--- src/design/assert_macros.svh ---
// ----------------------------------------------------------------------------
// assert_macros.svh - concurrent assertion helpers
// Assertions compile in simulation only; synthesis sees empty bodies.
// ----------------------------------------------------------------------------
`ifndef ASSERT_MACROS_SVH
`define ASSERT_MACROS_SVH

`ifndef SYNTHESIS

// Property checked at every rising edge outside reset
`define ASSERT_PROP(lbl, clk, rst, prop) \
  lbl: assert property (@(posedge clk) disable iff (rst) (prop)) \
    else $error("assertion failed");

// Same-cycle implication checked outside reset
`define ASSERT_IMPLY(lbl, clk, rst, ante, cons) \
  lbl: assert property (@(posedge clk) disable iff (rst) (ante) |-> (cons)) \
    else $error("implication failed");

`else

`define ASSERT_PROP(lbl, clk, rst, prop)
`define ASSERT_IMPLY(lbl, clk, rst, ante, cons)

`endif

`endif

--- src/design/jesc_pkg.sv ---
// ----------------------------------------------------------------------------
// jesc_pkg - shared types and constants of the JSON escaper
// Command format between front and back, character codes, hex helper.
// ----------------------------------------------------------------------------
`timescale 1ns / 1ps
`default_nettype none

package jesc_pkg;

  localparam int CFG_W        = 13;
  localparam int MAX_CAPACITY = 4096;
  localparam int QUEUE_DEPTH  = 4;
  localparam logic [CFG_W-1:0] CAP_RESET = 13'd4096;

  // character codes
  localparam logic [7:0] CH_NUL    = 8'h00;
  localparam logic [7:0] CH_QUOTE  = 8'h22;
  localparam logic [7:0] CH_BSLASH = 8'h5C;
  localparam logic [7:0] CH_LF     = 8'h0A;
  localparam logic [7:0] CH_CR     = 8'h0D;
  localparam logic [7:0] CH_TAB    = 8'h09;
  localparam logic [7:0] CH_CTRL   = 8'h20;
  localparam logic [7:0] CH_N      = 8'h6E;
  localparam logic [7:0] CH_R      = 8'h72;
  localparam logic [7:0] CH_T      = 8'h74;
  localparam logic [7:0] CH_U      = 8'h75;
  localparam logic [7:0] CH_ZERO   = 8'h30;
  localparam logic [7:0] CH_A      = 8'h61;

  // UTF-8 class masks and patterns
  localparam logic [7:0] MASK_CONT  = 8'hC0;
  localparam logic [7:0] PAT_CONT   = 8'h80;
  localparam logic [7:0] MASK_LEAD2 = 8'hE0;
  localparam logic [7:0] PAT_LEAD2  = 8'hC0;
  localparam logic [7:0] MASK_LEAD3 = 8'hF0;
  localparam logic [7:0] PAT_LEAD3  = 8'hE0;
  localparam logic [7:0] MASK_LEAD4 = 8'hF8;
  localparam logic [7:0] PAT_LEAD4  = 8'hF0;

  // what follows the flushed held bytes in one command
  typedef enum logic [2:0] {
    TAIL_NONE,
    TAIL_BYTE,
    TAIL_NUL,
    TAIL_ESC2,
    TAIL_ESC6
  } tail_kind_t;

  typedef struct packed {
    logic [2:0][7:0] held;       // held sequence, entry 0 first
    logic [1:0]      flush_n;    // held bytes to emit first
    tail_kind_t      kind;
    logic [7:0]      tail_byte;  // plain byte, escape letter or source byte
  } cmd_t;

  typedef struct packed {
    logic full;
    logic empty;
  } q_status_t;

  // lowercase hex digit of a nibble
  function automatic logic [7:0] hex_digit(input logic [3:0] nib);
    logic [7:0] r;
    if (nib < 4'd10) r = CH_ZERO + {4'd0, nib};
    else             r = CH_A + {4'd0, nib} - 8'd10;
    return r;
  endfunction

endpackage

`default_nettype wire

--- src/design/jesc_front.sv ---
// ----------------------------------------------------------------------------
// jesc_front - input side of the JSON escaper
// Classifies each source byte, tracks fill and held UTF-8 state, and posts
// one command per byte that produces output.
// ----------------------------------------------------------------------------
`timescale 1ns / 1ps
`default_nettype none

module jesc_front #(
  parameter int MAX_CAPACITY = jesc_pkg::MAX_CAPACITY
) (
  input  wire logic                       clk,
  input  wire logic                       rst,
  input  wire logic                       cfg_wen,
  input  wire logic [jesc_pkg::CFG_W-1:0] cfg_wdata,
  input  wire logic                       s_tvalid,
  output logic                            s_tready,
  input  wire logic [7:0]                 s_tdata,    // in_byte
  input  wire jesc_pkg::q_status_t        q_stat,
  output logic                            push,
  output jesc_pkg::cmd_t                  cmd
);

  localparam int WC_W  = $clog2(MAX_CAPACITY);
  localparam int CAPW0 = $clog2(MAX_CAPACITY + 1);
  localparam int CAP_W = (CAPW0 > jesc_pkg::CFG_W) ? CAPW0 : jesc_pkg::CFG_W;
  localparam int CMP_W = CAP_W + 1;

  logic [jesc_pkg::CFG_W-1:0] out_capacity;
  logic [WC_W-1:0]            written_count, written_count_next;
  logic                       stopped, stopped_next;
  logic [2:0][7:0]            held, held_next;
  logic [1:0]                 held_count, held_count_next;
  logic [1:0]                 held_needed, held_needed_next;

  logic             accept;
  logic [7:0]       b;
  logic [CMP_W-1:0] cap_raw, cap_eff, wc_ext, wc_plus1, wc_plus_len;
  logic [2:0]       esc_len;
  logic [7:0]       esc_char;
  logic             is_cont;
  logic [1:0]       lead_need;

  assign s_tready = !q_stat.full;
  assign accept   = s_tvalid && s_tready;
  assign b        = s_tdata;

  // effective capacity: zero reads as one, saturate at the maximum
  always_comb begin
    cap_raw = CMP_W'(out_capacity);
    if (cap_raw == '0)                        cap_eff = CMP_W'(1);
    else if (cap_raw > CMP_W'(MAX_CAPACITY))  cap_eff = CMP_W'(MAX_CAPACITY);
    else                                      cap_eff = cap_raw;
  end

  // escape classification
  always_comb begin
    esc_len  = 3'd0;
    esc_char = b;
    priority if (b == jesc_pkg::CH_QUOTE || b == jesc_pkg::CH_BSLASH) begin
      esc_len = 3'd2;
    end else if (b == jesc_pkg::CH_LF) begin
      esc_len = 3'd2; esc_char = jesc_pkg::CH_N;
    end else if (b == jesc_pkg::CH_CR) begin
      esc_len = 3'd2; esc_char = jesc_pkg::CH_R;
    end else if (b == jesc_pkg::CH_TAB) begin
      esc_len = 3'd2; esc_char = jesc_pkg::CH_T;
    end else if (b < jesc_pkg::CH_CTRL) begin
      esc_len = 3'd6;
    end else begin
      esc_len = 3'd0;
    end
  end

  // UTF-8 class
  always_comb begin
    is_cont = (b & jesc_pkg::MASK_CONT) == jesc_pkg::PAT_CONT;
    priority if ((b & jesc_pkg::MASK_LEAD2) == jesc_pkg::PAT_LEAD2) lead_need = 2'd1;
    else if ((b & jesc_pkg::MASK_LEAD3) == jesc_pkg::PAT_LEAD3)     lead_need = 2'd2;
    else if ((b & jesc_pkg::MASK_LEAD4) == jesc_pkg::PAT_LEAD4)     lead_need = 2'd3;
    else                                                           lead_need = 2'd0;
  end

  assign wc_ext      = CMP_W'(written_count);
  assign wc_plus1    = wc_ext + CMP_W'(1);
  assign wc_plus_len = wc_ext + CMP_W'(esc_len);

  // per-byte decision and command build
  always_comb begin
    written_count_next = written_count;
    stopped_next       = stopped;
    held_next          = held;
    held_count_next    = held_count;
    held_needed_next   = held_needed;
    push               = 1'b0;
    cmd.held           = held;
    cmd.flush_n        = held_count;
    cmd.kind           = jesc_pkg::TAIL_NONE;
    cmd.tail_byte      = b;
    if (accept) begin
      priority if (b == jesc_pkg::CH_NUL) begin
        // terminator: flush only if room is left, then NUL, clear state
        push          = 1'b1;
        cmd.kind      = jesc_pkg::TAIL_NUL;
        cmd.flush_n   = (!stopped && wc_plus1 < cap_eff) ? held_count : 2'd0;
        written_count_next = '0;
        stopped_next       = 1'b0;
        held_count_next    = 2'd0;
        held_needed_next   = 2'd0;
      end else if (stopped) begin
        // ignore until terminator
      end else if (wc_plus1 >= cap_eff ||
                   (esc_len != 3'd0 && wc_plus_len >= cap_eff)) begin
        // buffer full or escape does not fit
        stopped_next     = 1'b1;
        held_count_next  = 2'd0;
        held_needed_next = 2'd0;
      end else if (esc_len != 3'd0) begin
        push          = 1'b1;
        cmd.kind      = (esc_len == 3'd2) ? jesc_pkg::TAIL_ESC2 : jesc_pkg::TAIL_ESC6;
        cmd.tail_byte = (esc_len == 3'd2) ? esc_char : b;
        written_count_next = WC_W'(wc_plus_len);
        held_count_next    = 2'd0;
        held_needed_next   = 2'd0;
      end else if (is_cont && held_count != 2'd0) begin
        written_count_next = WC_W'(wc_plus1);
        if (held_count >= held_needed) begin
          push             = 1'b1;
          cmd.kind         = jesc_pkg::TAIL_BYTE;
          held_count_next  = 2'd0;
          held_needed_next = 2'd0;
        end else begin
          // append continuation byte
          for (int i = 0; i < 3; i++) begin
            if (held_count == 2'(i)) held_next[i] = b;
          end
          held_count_next = held_count + 2'd1;
        end
      end else begin
        written_count_next = WC_W'(wc_plus1);
        held_needed_next   = lead_need;
        if (lead_need != 2'd0) begin
          // new lead byte: flush old sequence, hold this one
          push            = (held_count != 2'd0);
          cmd.kind        = jesc_pkg::TAIL_NONE;
          held_next[0]    = b;
          held_count_next = 2'd1;
        end else begin
          push            = 1'b1;
          cmd.kind        = jesc_pkg::TAIL_BYTE;
          held_count_next = 2'd0;
        end
      end
    end
  end

  // state registers
  always_ff @(posedge clk) begin
    if (rst) begin
      out_capacity  <= jesc_pkg::CAP_RESET;
      written_count <= '0;
      stopped       <= 1'b0;
      held_count    <= 2'd0;
      held_needed   <= 2'd0;
    end else begin
      if (cfg_wen) out_capacity <= cfg_wdata;
      written_count <= written_count_next;
      stopped       <= stopped_next;
      held_count    <= held_count_next;
      held_needed   <= held_needed_next;
    end
  end

  // held bytes carry no reset
  always_ff @(posedge clk) begin
    held <= held_next;
  end

endmodule

`default_nettype wire

--- src/design/jesc_queue.sv ---
// ----------------------------------------------------------------------------
// jesc_queue - command queue between front and back
// Small register FIFO; head entry is visible while not empty.
// ----------------------------------------------------------------------------
`timescale 1ns / 1ps
`default_nettype none

module jesc_queue #(
  parameter int DEPTH = jesc_pkg::QUEUE_DEPTH
) (
  input  wire logic                 clk,
  input  wire logic                 rst,
  input  wire logic                 push,
  input  wire jesc_pkg::cmd_t       cmd_in,
  input  wire logic                 pop,
  output jesc_pkg::cmd_t            head,
  output jesc_pkg::q_status_t       q_stat
);

  localparam int PTR_W = (DEPTH > 1) ? $clog2(DEPTH) : 1;
  localparam int CNT_W = $clog2(DEPTH + 1);

  jesc_pkg::cmd_t   entries [DEPTH];
  logic [PTR_W-1:0] wr_ptr, rd_ptr;
  logic [CNT_W-1:0] count;

  assign q_stat.full  = (count == CNT_W'(DEPTH));
  assign q_stat.empty = (count == '0);
  assign head         = entries[rd_ptr];

  // pointers and fill level
  always_ff @(posedge clk) begin
    if (rst) begin
      wr_ptr <= '0;
      rd_ptr <= '0;
      count  <= '0;
    end else begin
      if (push) wr_ptr <= (wr_ptr == PTR_W'(DEPTH - 1)) ? '0 : wr_ptr + PTR_W'(1);
      if (pop)  rd_ptr <= (rd_ptr == PTR_W'(DEPTH - 1)) ? '0 : rd_ptr + PTR_W'(1);
      unique case ({push, pop})
        2'b10:   count <= count + CNT_W'(1);
        2'b01:   count <= count - CNT_W'(1);
        default: count <= count;
      endcase
    end
  end

  // storage
  always_ff @(posedge clk) begin
    if (push) entries[wr_ptr] <= cmd_in;
  end

endmodule

`default_nettype wire

--- src/design/jesc_back.sv ---
// ----------------------------------------------------------------------------
// jesc_back - output side of the JSON escaper
// Expands the head command into output bytes, one per cycle while m_tready
// allows, into an output register.
// ----------------------------------------------------------------------------
`timescale 1ns / 1ps
`default_nettype none

module jesc_back (
  input  wire logic                 clk,
  input  wire logic                 rst,
  input  wire jesc_pkg::cmd_t       head,
  input  wire jesc_pkg::q_status_t  q_stat,
  output logic                      pop,
  output logic                      m_tvalid,
  input  wire logic                 m_tready,
  output logic [7:0]                m_tdata,    // out_byte
  output logic                      m_tlast
);

  logic [3:0] pos;
  logic [3:0] total;
  logic [3:0] tail_len;
  logic [2:0] tpos;
  logic [7:0] byte_sel;
  logic       last_sel;
  logic       load;
  logic       final_pos;

  // bytes contributed by the tail
  always_comb begin
    unique case (head.kind)
      jesc_pkg::TAIL_NONE: tail_len = 4'd0;
      jesc_pkg::TAIL_BYTE: tail_len = 4'd1;
      jesc_pkg::TAIL_NUL:  tail_len = 4'd1;
      jesc_pkg::TAIL_ESC2: tail_len = 4'd2;
      jesc_pkg::TAIL_ESC6: tail_len = 4'd6;
      default:             tail_len = 4'd0;
    endcase
  end

  assign total     = {2'd0, head.flush_n} + tail_len;
  assign final_pos = (pos == total - 4'd1);
  assign tpos      = 3'(pos - {2'd0, head.flush_n});

  // byte at the current position
  always_comb begin
    last_sel = 1'b0;
    byte_sel = head.tail_byte;
    if (pos < {2'd0, head.flush_n}) begin
      unique case (pos[1:0])
        2'd0:    byte_sel = head.held[0];
        2'd1:    byte_sel = head.held[1];
        default: byte_sel = head.held[2];
      endcase
    end else begin
      unique case (head.kind)
        jesc_pkg::TAIL_NUL: begin
          byte_sel = jesc_pkg::CH_NUL;
          last_sel = 1'b1;
        end
        jesc_pkg::TAIL_ESC2: begin
          byte_sel = (tpos == 3'd0) ? jesc_pkg::CH_BSLASH : head.tail_byte;
        end
        jesc_pkg::TAIL_ESC6: begin
          unique case (tpos)
            3'd0:    byte_sel = jesc_pkg::CH_BSLASH;
            3'd1:    byte_sel = jesc_pkg::CH_U;
            3'd2:    byte_sel = jesc_pkg::CH_ZERO;
            3'd3:    byte_sel = jesc_pkg::CH_ZERO;
            3'd4:    byte_sel = jesc_pkg::hex_digit(head.tail_byte[7:4]);
            default: byte_sel = jesc_pkg::hex_digit(head.tail_byte[3:0]);
          endcase
        end
        default: byte_sel = head.tail_byte;
      endcase
    end
  end

  assign load = !q_stat.empty && (!m_tvalid || m_tready);
  assign pop  = load && final_pos;

  // position counter and output valid
  always_ff @(posedge clk) begin
    if (rst) begin
      pos      <= 4'd0;
      m_tvalid <= 1'b0;
    end else begin
      if (load) begin
        pos      <= final_pos ? 4'd0 : pos + 4'd1;
        m_tvalid <= 1'b1;
      end else if (m_tready) begin
        m_tvalid <= 1'b0;
      end
    end
  end

  // output payload
  always_ff @(posedge clk) begin
    if (load) begin
      m_tdata <= byte_sel;
      m_tlast <= last_sel;
    end
  end

endmodule

`default_nettype wire

--- src/design/json_escape_utf8_truncate.sv ---
// ----------------------------------------------------------------------------
// json_escape_utf8_truncate - JSON string escaper with UTF-8 safe truncation
// Streams a NUL-terminated string in, streams the escaped string out.
// ----------------------------------------------------------------------------
// Usage:
//   s_* carries one source byte per transfer; a zero byte ends the string.
//   m_* carries one output byte per transfer; m_tlast marks the final NUL.
//   cfg_wen/cfg_wdata set the output capacity (NUL included) between strings.
// Path: a byte that produces output is written to the command queue, then
//   expanded from the queue head into the output register that drives m_*.
// Throughput: input takes one byte per cycle while the command queue has
//   room. Output runs at one byte per cycle, set by the output register,
//   while m_tready is high; a source byte yields 0 to 9 output bytes (held
//   UTF-8 bytes plus escape).
// Reset: synchronous; clears fill count, stop flag, held byte count, queue and
//   output valid, and sets the capacity to 4096.
// Stall: when m_tready is low the output byte holds, the back end waits, the
//   queue fills and then s_tready drops.
// ----------------------------------------------------------------------------
`timescale 1ns / 1ps
`default_nettype none
`include "assert_macros.svh"

module json_escape_utf8_truncate #(
  parameter int MAX_CAPACITY = jesc_pkg::MAX_CAPACITY,
  parameter int QUEUE_DEPTH  = jesc_pkg::QUEUE_DEPTH
) (
  input  wire logic                       clk,
  input  wire logic                       rst,
  input  wire logic                       cfg_wen,
  input  wire logic [jesc_pkg::CFG_W-1:0] cfg_wdata,   // out_capacity
  input  wire logic                       s_tvalid,
  output logic                            s_tready,
  input  wire logic [7:0]                 s_tdata,     // in_byte
  output logic                            m_tvalid,
  input  wire logic                       m_tready,
  output logic [7:0]                      m_tdata,     // out_byte
  output logic                            m_tlast      // out_last
);

  logic                push, pop;
  jesc_pkg::cmd_t      cmd, head;
  jesc_pkg::q_status_t q_stat;

  // classify and track state
  jesc_front #(
    .MAX_CAPACITY(MAX_CAPACITY)
  ) u_front (
    .clk      (clk),
    .rst      (rst),
    .cfg_wen  (cfg_wen),
    .cfg_wdata(cfg_wdata),
    .s_tvalid (s_tvalid),
    .s_tready (s_tready),
    .s_tdata  (s_tdata),
    .q_stat   (q_stat),
    .push     (push),
    .cmd      (cmd)
  );

  // command queue
  jesc_queue #(
    .DEPTH(QUEUE_DEPTH)
  ) u_queue (
    .clk   (clk),
    .rst   (rst),
    .push  (push),
    .cmd_in(cmd),
    .pop   (pop),
    .head  (head),
    .q_stat(q_stat)
  );

  // expand commands into bytes
  jesc_back u_back (
    .clk     (clk),
    .rst     (rst),
    .head    (head),
    .q_stat  (q_stat),
    .pop     (pop),
    .m_tvalid(m_tvalid),
    .m_tready(m_tready),
    .m_tdata (m_tdata),
    .m_tlast (m_tlast)
  );

  // checks
  `ASSERT_IMPLY(a_no_push_full, clk, rst, push, !q_stat.full)
  `ASSERT_IMPLY(a_no_pop_empty, clk, rst, pop, !q_stat.empty)
  `ASSERT_IMPLY(a_last_is_nul, clk, rst, m_tvalid && m_tlast, m_tdata == jesc_pkg::CH_NUL)
  `ASSERT_PROP(a_push_on_accept, clk, rst, !push || (s_tvalid && s_tready))

endmodule

`default_nettype wire
--- config.mk ---
export PLATFORM = sky130hd
export DESIGN_NAME = json_escape_utf8_truncate
export DESIGN_NICKNAME = d
export VERILOG_FILES = /design/src/design/jesc_pkg.sv /design/src/design/jesc_front.sv /design/src/design/jesc_queue.sv /design/src/design/jesc_back.sv /design/src/design/json_escape_utf8_truncate.sv
export VERILOG_INCLUDE_DIRS = /design/src /design/src/design
export SDC_FILE = /design/constraint.sdc
export NUM_CORES = 1
export LEC_CHECK = 0
export ABC_AREA = 1
export BUFFER_PORTS_ARGS = -buffer_cell sky130_fd_sc_hd__buf_2
export CORE_ASPECT_RATIO = 1.75
export CORE_MARGIN = 5
export CORE_UTILIZATION = 33
export DETAILED_ROUTE_END_ITERATION = 16
export GPL_TIMING_DRIVEN = 0
export PLACE_DENSITY_LB_ADDON = 0.1
export SYNTH_ARGS = -nofsm -noshare
export SYNTH_HDL_FRONTEND = slang
export SYNTH_SLANG_ARGS = --single-unit
--- constraint.sdc ---
create_clock -name clk -period 7.4 [get_ports clk]
set_input_delay 1.11 -clock clk [delete_from_list [all_inputs] [get_ports clk]]
set_output_delay 1.11 -clock clk [all_outputs]
set_load 0.02 [all_outputs]
==> metrics.csv, run 1 <==
metric,value,unit
run status,completed,
CTS tree,done,
Worst Setup Start Kind,input pin,
r2r setup slk,2.84,ns
reg2reg path depth,13,
fin crit period,5.90,ns
Inst Count DP,1671,
initial core utilization,33.3,%
clk root buf,clkbuf_16,
slew margin rel.,17.6,%
crit path to,u_queue.entries[1][14],
Crit Path Class,in2reg,
core area,33700,um2
slew at the pin closest to its max-slew limit,1.23,ns
clk buf depth,3,
Avg Inst Size Synth,9.56,um2
Worst Path Buf+Inv,6,
die width,150,um
Layout Cells excl Fill,1715,
die footprint,38000,um2
Final HPWL DP,22700,um
Vias per Instance,4.72,
Post-route DRC,0,
combinational share of power,40.1,%
layout cell share with drive strength beyond 1,12.4,%
slowest CP cell,nor2_4,
Antenna Cells,0,
"Clk pin slew, worst setup/hold paths",0.06,ns
Worst Slack Setup Final,1.50,ns
part of the power in registers,34.4,%
reg2reg end,u_back.m_tdata[2],
post-place setup slack,0.946,ns
Worst Clk Skew,0.00794,ns
Die Span Y,254,um
Starting DRT DRC Count,391,
DRT Pass-1 Iters,6,
"Hold-fix buffers, CTS",0,
clk_lat worst skew,0.52,ns
first-pass GRT wire length,47200,um
pwr/cell area,353,nW/um2
P_leak,5.18,nW
Syn Inst Count,1176,
Switching Fraction,39.1,%
post_cts resized,0,
largest net degree at the start of global routing,26,
critical path arrival,6.13,ns
H-tree Lvls,1,
period utilization,79.8,%
Fin. Hold Viols,0,
Synth Net Count,1255,
GPL Wtd Cong,0.881,
IO Pins,37,
VDD IR max,0.169,mV
max-cap check violation count,0,
Stages on worst setup path,27,
Net Sw Power,0.00178,W
Post-CTS Setup Repair Bufs,0,
initial antenna violation count,0,
FMAX,0.169,GHz
synth warn,0,
"CP delay by family, top",simple AND/OR/NAND/NOR gates,
Crit path required time,7.62,ns
WL final,31100,um
Layout Nets,1321,
CTS Buf Count,24,
CP endpoint kind,flop,
total global routing overflow,0,
Internal,0.00277,W
synthesis-stage register bit count,225,
CP max FO,21,
Worst path most repeated cell,nand2_1,
Tot GR Track Use,16.5,%
hold crit path type,reg2reg,
layout overhead on the synthesized area,14.7,%
vias in the first global route,8231,
detailed-route wire length per cell,18.1,um
Slowest Stage Delay on Critical Path,0.80,ns
via count,8103,
setup violators final,0,
PortBufs,35,
register area share after synthesis,56.2,%
library cells used by synthesis,48,
Syn Std Cell Area,11200,um2
Clk network pwr share,25.5,%
# rows,89,
max-slew violations,0,
Final ANT Viol Nets,0,
Sink Count,225,
worst setup path start,s_tdata[4],
unrepaired setup endpoints after global routing,no,
Final Util,38.2,%
## metal layers
layer	part of all wire (%)	GRT usage, %	vias up	wire [um]
met5	0	0	-	0
met2	57	33.6	117	17700
met3	2.8	1.72	47	874
li1	-	-	4090	-
met4	2.9	5.39	0	905
met1	37	17.3	3849	11600
## worst min-delay path, stage by stage, from the launching register on
cell	delay (ns)
dfxtp_1	0.32
a21oi_1	0.07
nor2_1	0.07
## cells in the mapped netlist (all sizes together)
| library cell | n | area (um2) |
|---|---|---|
| o22ai | 18 | 113 |
| nand2 | 275 | 1090 |
| nor2 | 148 | 603 |
| nand4 | 7 | 50.1 |
| xor2 | 14 | 130 |
| o21bai | 2 | 15.0 |
| o211ai | 5 | 37.5 |
| nand3 | 66 | 378 |
| buf | 24 | 185 |
| xnor2 | 6 | 52.6 |
| o31ai | 1 | 7.51 |
| o21a | 5 | 37.5 |
| clkinv | 1 | 5.00 |
| a211oi | 1 | 12.5 |
| nor4 | 7 | 50.1 |
| clkbuf | 15 | 56.3 |
| dfxtp | 44 | 881 |
| edfxtp | 181 | 5440 |
| a21oi | 51 | 259 |
| a31oi | 3 | 18.8 |
| or2 | 1 | 6.26 |
| a32oi | 2 | 17.5 |
| a221oi | 3 | 26.3 |
| ha | 49 | 613 |
| a32o | 1 | 10.0 |
| a41oi | 1 | 8.76 |
| fa | 4 | 80.1 |
| o21ai | 100 | 508 |
| inv | 131 | 497 |
| nor3 | 10 | 60.1 |
## area by class of cell
cell class / count / area [um2]
inverters: 132 / 502
clock buffers: 35 / 714
repair buffers: 40 / 274
clock inverters: 9 / 50.0
well taps: 455 / 569
flip-flops and latches: 225 / 6320
fillers: 3393 / 20800
plain buffers: 39 / 241
multi-input cells: 780 / 4230
## per-stage QoR
| step | TNS (ns) | cell area (um2) | hold WS (ns) | total power (W) |
|---|---|---|---|---|
| final | 0 | 12900 | 0.493 | 0.00455 |
| after global routing | 0 | 12900 | 0.508 | 0.00487 |
| after CTS | 0 | 12900 | 0.498 | 0.00463 |
| after detailed placement | 0 | 12100 | 0.484 | 0.00345 |
| after global placement | -187.46 | 12000 | 0.478 | 0.00342 |
| after floorplan | 0 | 11200 | 0.451 | 0.00284 |
## registers in the layout, indices dropped and copies added, names as in the netlist, 3 cells and up, named ones only
name,flops
u_front.out_capacity,13
u_queue.entries,148
u_back.m_tdata,8
u_front.written_count,12
u_front.cmd,24
u_queue.count,3
u_back.pos,4
## cell families (layout without fill, tap and decap cells)
logic type | after synthesis | count (layout) | synth area share, %
DFF | 225 | 225 | 56.2
xor gates and xnor gates | 20 | 20 | 1.63
buffers and inverters | 171 | 255 | 6.61
and+or+nand+nor | 514 | 514 | 19.9
adders and majority gates | 53 | 53 | 6.17
AOI/OAI and AO/OA | 193 | 193 | 9.53
## layout by cell type (no fill, tap or decap), drive strengths merged, types with 44 or more instances in the layout
cell	instances
nand2	275
edfxtp	181
nor2	148
inv	133
o21ai	100
nand3	66
buf	64
a21oi	51
clkbuf	50
ha	49
dfxtp	44
## power groups by stage
stage	clock (W)	combinational, W	sequential (W)
after floorplan	0	0.00121	0.00163
after global placement	0	0.00182	0.00160
after detailed placement	0	0.00185	0.00160
after CTS	0.00120	0.00186	0.00157
after global routing	0.00125	0.00204	0.00158
final	0.00116	0.00182	0.00157
## worst min-delay path by stage
stage,startpoint,to,slack (ns),cells past startpoint
finish,u_queue.count[1],u_queue.count[1],0.49,2
global route,u_front.cmd[15],u_queue.entries[3][15],0.51,0
global placement,u_front.cmd[27],u_queue.entries[3][27],0.48,0
floorplan,u_front.written_count[7],u_front.written_count[7],0.45,2
CTS,u_front.cmd[28],u_queue.entries[3][28],0.50,0
detailed placement,u_front.cmd[27],u_queue.entries[1][27],0.48,0
Note: power is estimated with default switching activity, not from simulation.
==> inputs of run 2 (changes only) <==
Settings changed: ABC_AREA 1 to 0.
Clock period 7.4 ns to 4.9 ns, I/O delays scaled along.
==> metrics.csv, run 2 <==
metric,value,unit
VDD IR max,0.233,mV
Worst Clk Skew,0.00994,ns
Sink Count,225,
"CP delay by family, top",simple AND/OR/NAND/NOR gates,
IO Pins,37,
DRT Pass-1 Iters,4,
unrepaired setup endpoints after global routing,yes,
asr flop ratio synth,0,%
max-slew violations,0,
"top cells by area, synth","edfxtp_1 51%, dfxtp_1 8.3%, mux4_2 7.9%",
layout overhead on the synthesized area,17.1,%
layout cell share with drive strength beyond 1,22.2,%
Fin. Hold Viols,0,
library cells used by synthesis,71,
Synth area leader,edfxtp_1,
Slowest Stage Delay on Critical Path,0.51,ns
fin crit period,4.87,ns
Starting DRT DRC Count,270,
CP max FO,7,
clk_lat worst skew,0.53,ns
"Hold-fix buffers, CTS",0,
CP endpoint kind,flop,
TNS Setup,0,ns
GPL Wtd Cong,0.904,
# fillers,3024,
Final HPWL DP,18900,um
Final ANT Viol Nets,0,
Layout Nets,920,
Post-route DRC,0,
initial core utilization,33.5,%
initial antenna violation count,0,
Tot GR Track Use,14.9,%
CTS Buf Count,23,
die width,145,um
first-pass GRT wire length,41000,um
Post-synth EDFFs,181,
total global routing overflow,0,
post-synth top area share,51.4,%
Crit path required time,5.36,ns
r2r setup slk,0.18,ns
Post-synth top cells,"181 x edfxtp_1, 55 x nand2_1, 49 x ha_1",
vias in the first global route,7090,
Worst Setup Start Kind,input pin,
"commonest non-fill, non-tap cells in the layout","181 x edfxtp_1, 53 x nand2_1, 45 x nor2_1, 45 x ha_1, 44 x dfxtp_1",
Synth Net Count,851,
Finished Cell Area,12400,um2
"Clk pin slew, worst setup/hold paths",0.06,ns
CTS tree,done,
core area,31500,um2
slew margin rel.,19.4,%
"count leader, synth",edfxtp_1,
total power,0.00507,W
Die Span Y,247,um
FMAX,0.205,GHz
H-tree Lvls,1,
"commonest non-fill, non-tap cell in the layout",edfxtp_1,
Crit Path Class,in2reg,
PortBufs,34,
synth warn,0,
slowest CP cell,or4b_1,
Antenna Cells,0,
Largest register FFs,148,
cells along the critical path,buf_12 > or4b_1 > or3_4 > and3_4 > nor2b_4 > fa_2 > clkbuf_8 > xor2_1 > ha_1 > nand4_1 > o221a_2 > o21ai_4 > a21oi_4 > or2_4 > inv_4 > ha_4 > inv_2 > fa_2 > xor2_2 > or3_1 > a21oi_2,
synthesis-stage register bit count,225,
Syn Std Cell Area,10600,um2
hold crit path type,in2reg,
register area share after synthesis,59.8,%
# rows,86,
max-cap check violation count,0,
period utilization,99.3,%
P_leak,4.41,nW
clk root buf,clkbuf_16,
setup violators final,0,
critical path arrival,5.33,ns
slew at the pin closest to its max-slew limit,1.20,ns
via count,6513,
largest net degree at the start of global routing,38,
Worst Path Buf+Inv,4,
Final Util,39.2,%
Avg Inst Size Synth,13.7,um2
Syn Inst Count,772,
Main synth FF type,edfxtp_1,
Worst path most repeated cell,fa_2,
"Most flops, register",u_queue.entries,
WL final,26700,um
clk buf depth,3,
Vias per Instance,5.21,
run status,completed,
dpl cell area,11300,um2
pwr/cell area,410,nW/um2
detailed-route wire length per cell,21.4,um
die footprint,35800,um2
run 2: cell count changes after synthesis, moves of 9 or more:
cell / delta
mux2i_1: +16
inv_1: -86
nor2_1: -91
xnor2_1: +14
a21oi_1: -10
nand3_1: -42
o21ai_0: -67
inv_2: -9
o22ai_1: -18
mux4_2: +37
nand2_2: -13
and3_1: +9
nand2_1: -204
nand2b_1: +9
run 2: worst paths after layout:
path,to,cells after the start,from
worst min register to register,u_back.m_tvalid,2,u_back.m_tvalid
worst max-delay path,u_queue.count[2],21,s_tdata[6]
worst max register to register,u_queue.count[2],19,flop
worst min-delay path,u_front.cmd[20],1,s_tdata[7]
run 2: cells by family after synthesis:
group                      after synthesis  synth area share (%)
DFF                                    225                  59.8
xor gates and xnor gates                35                  2.97
muxes                                   62                  10.4
buffers and inverters                   69                  2.82
and+or+nand+nor                        200                  9.58
AOI/OAI and AO/OA                      128                  7.93
adders and majority gates               53                  6.56
run 2: routing by layer:
layer | GRT usage, % | up-vias | share of wire (%)
li1 | - | 3052 | -
met1 | 14.4 | 3252 | 34
met2 | 30.2 | 149 | 57
met3 | 2.38 | 60 | 3.9
met4 | 6.75 | 0 | 4.8
met5 | 0 | - | 0
run 2: per-stage QoR:
| step | hold slack (ns) | cells | setup slack [ns] |
|---|---|---|---|
| floorplan | 0.450 | 772 | -0.0830 |
| global placement | 0.455 | 1202 | -1.05 |
| detailed placement | 0.476 | 1202 | -1.09 |
| CTS | 0.377 | 1250 | -0.00719 |
| global route | 0.381 | 1251 | -0.105 |
| finish | 0.400 | 1251 | 0.0331 |
run 2: power by group:
| group | switching, W | total, W | internal, W |
|---|---|---|---|
| sequential | 0.0000497 | 0.00224 | 0.00219 |
| clock | 0.000747 | 0.00177 | 0.00102 |
| combinational | 0.000668 | 0.00106 | 0.000389 |
run 2: repair_timing:
item / in CTS / in global routing
pin swaps: 19 / 9
gates resized for setup: 44 / 9
setup buffers: 11 / 1
setup endpoints to repair: 178 / 171
gates cloned: 0 / 0
run 2: layout make-up:
class                      count  area [um2]  share of cell area, %
multi-input combinational    478        4200                   33.9
clock inverter                13         158                   1.27
clock buffer                  26         587                   4.74
sequential                   225        6320                   51.1
tap                          396         495                   4.00
buffer                        32         175                   1.42
inverter                      35         136                   1.10
timing repair buffer          46         308                   2.49
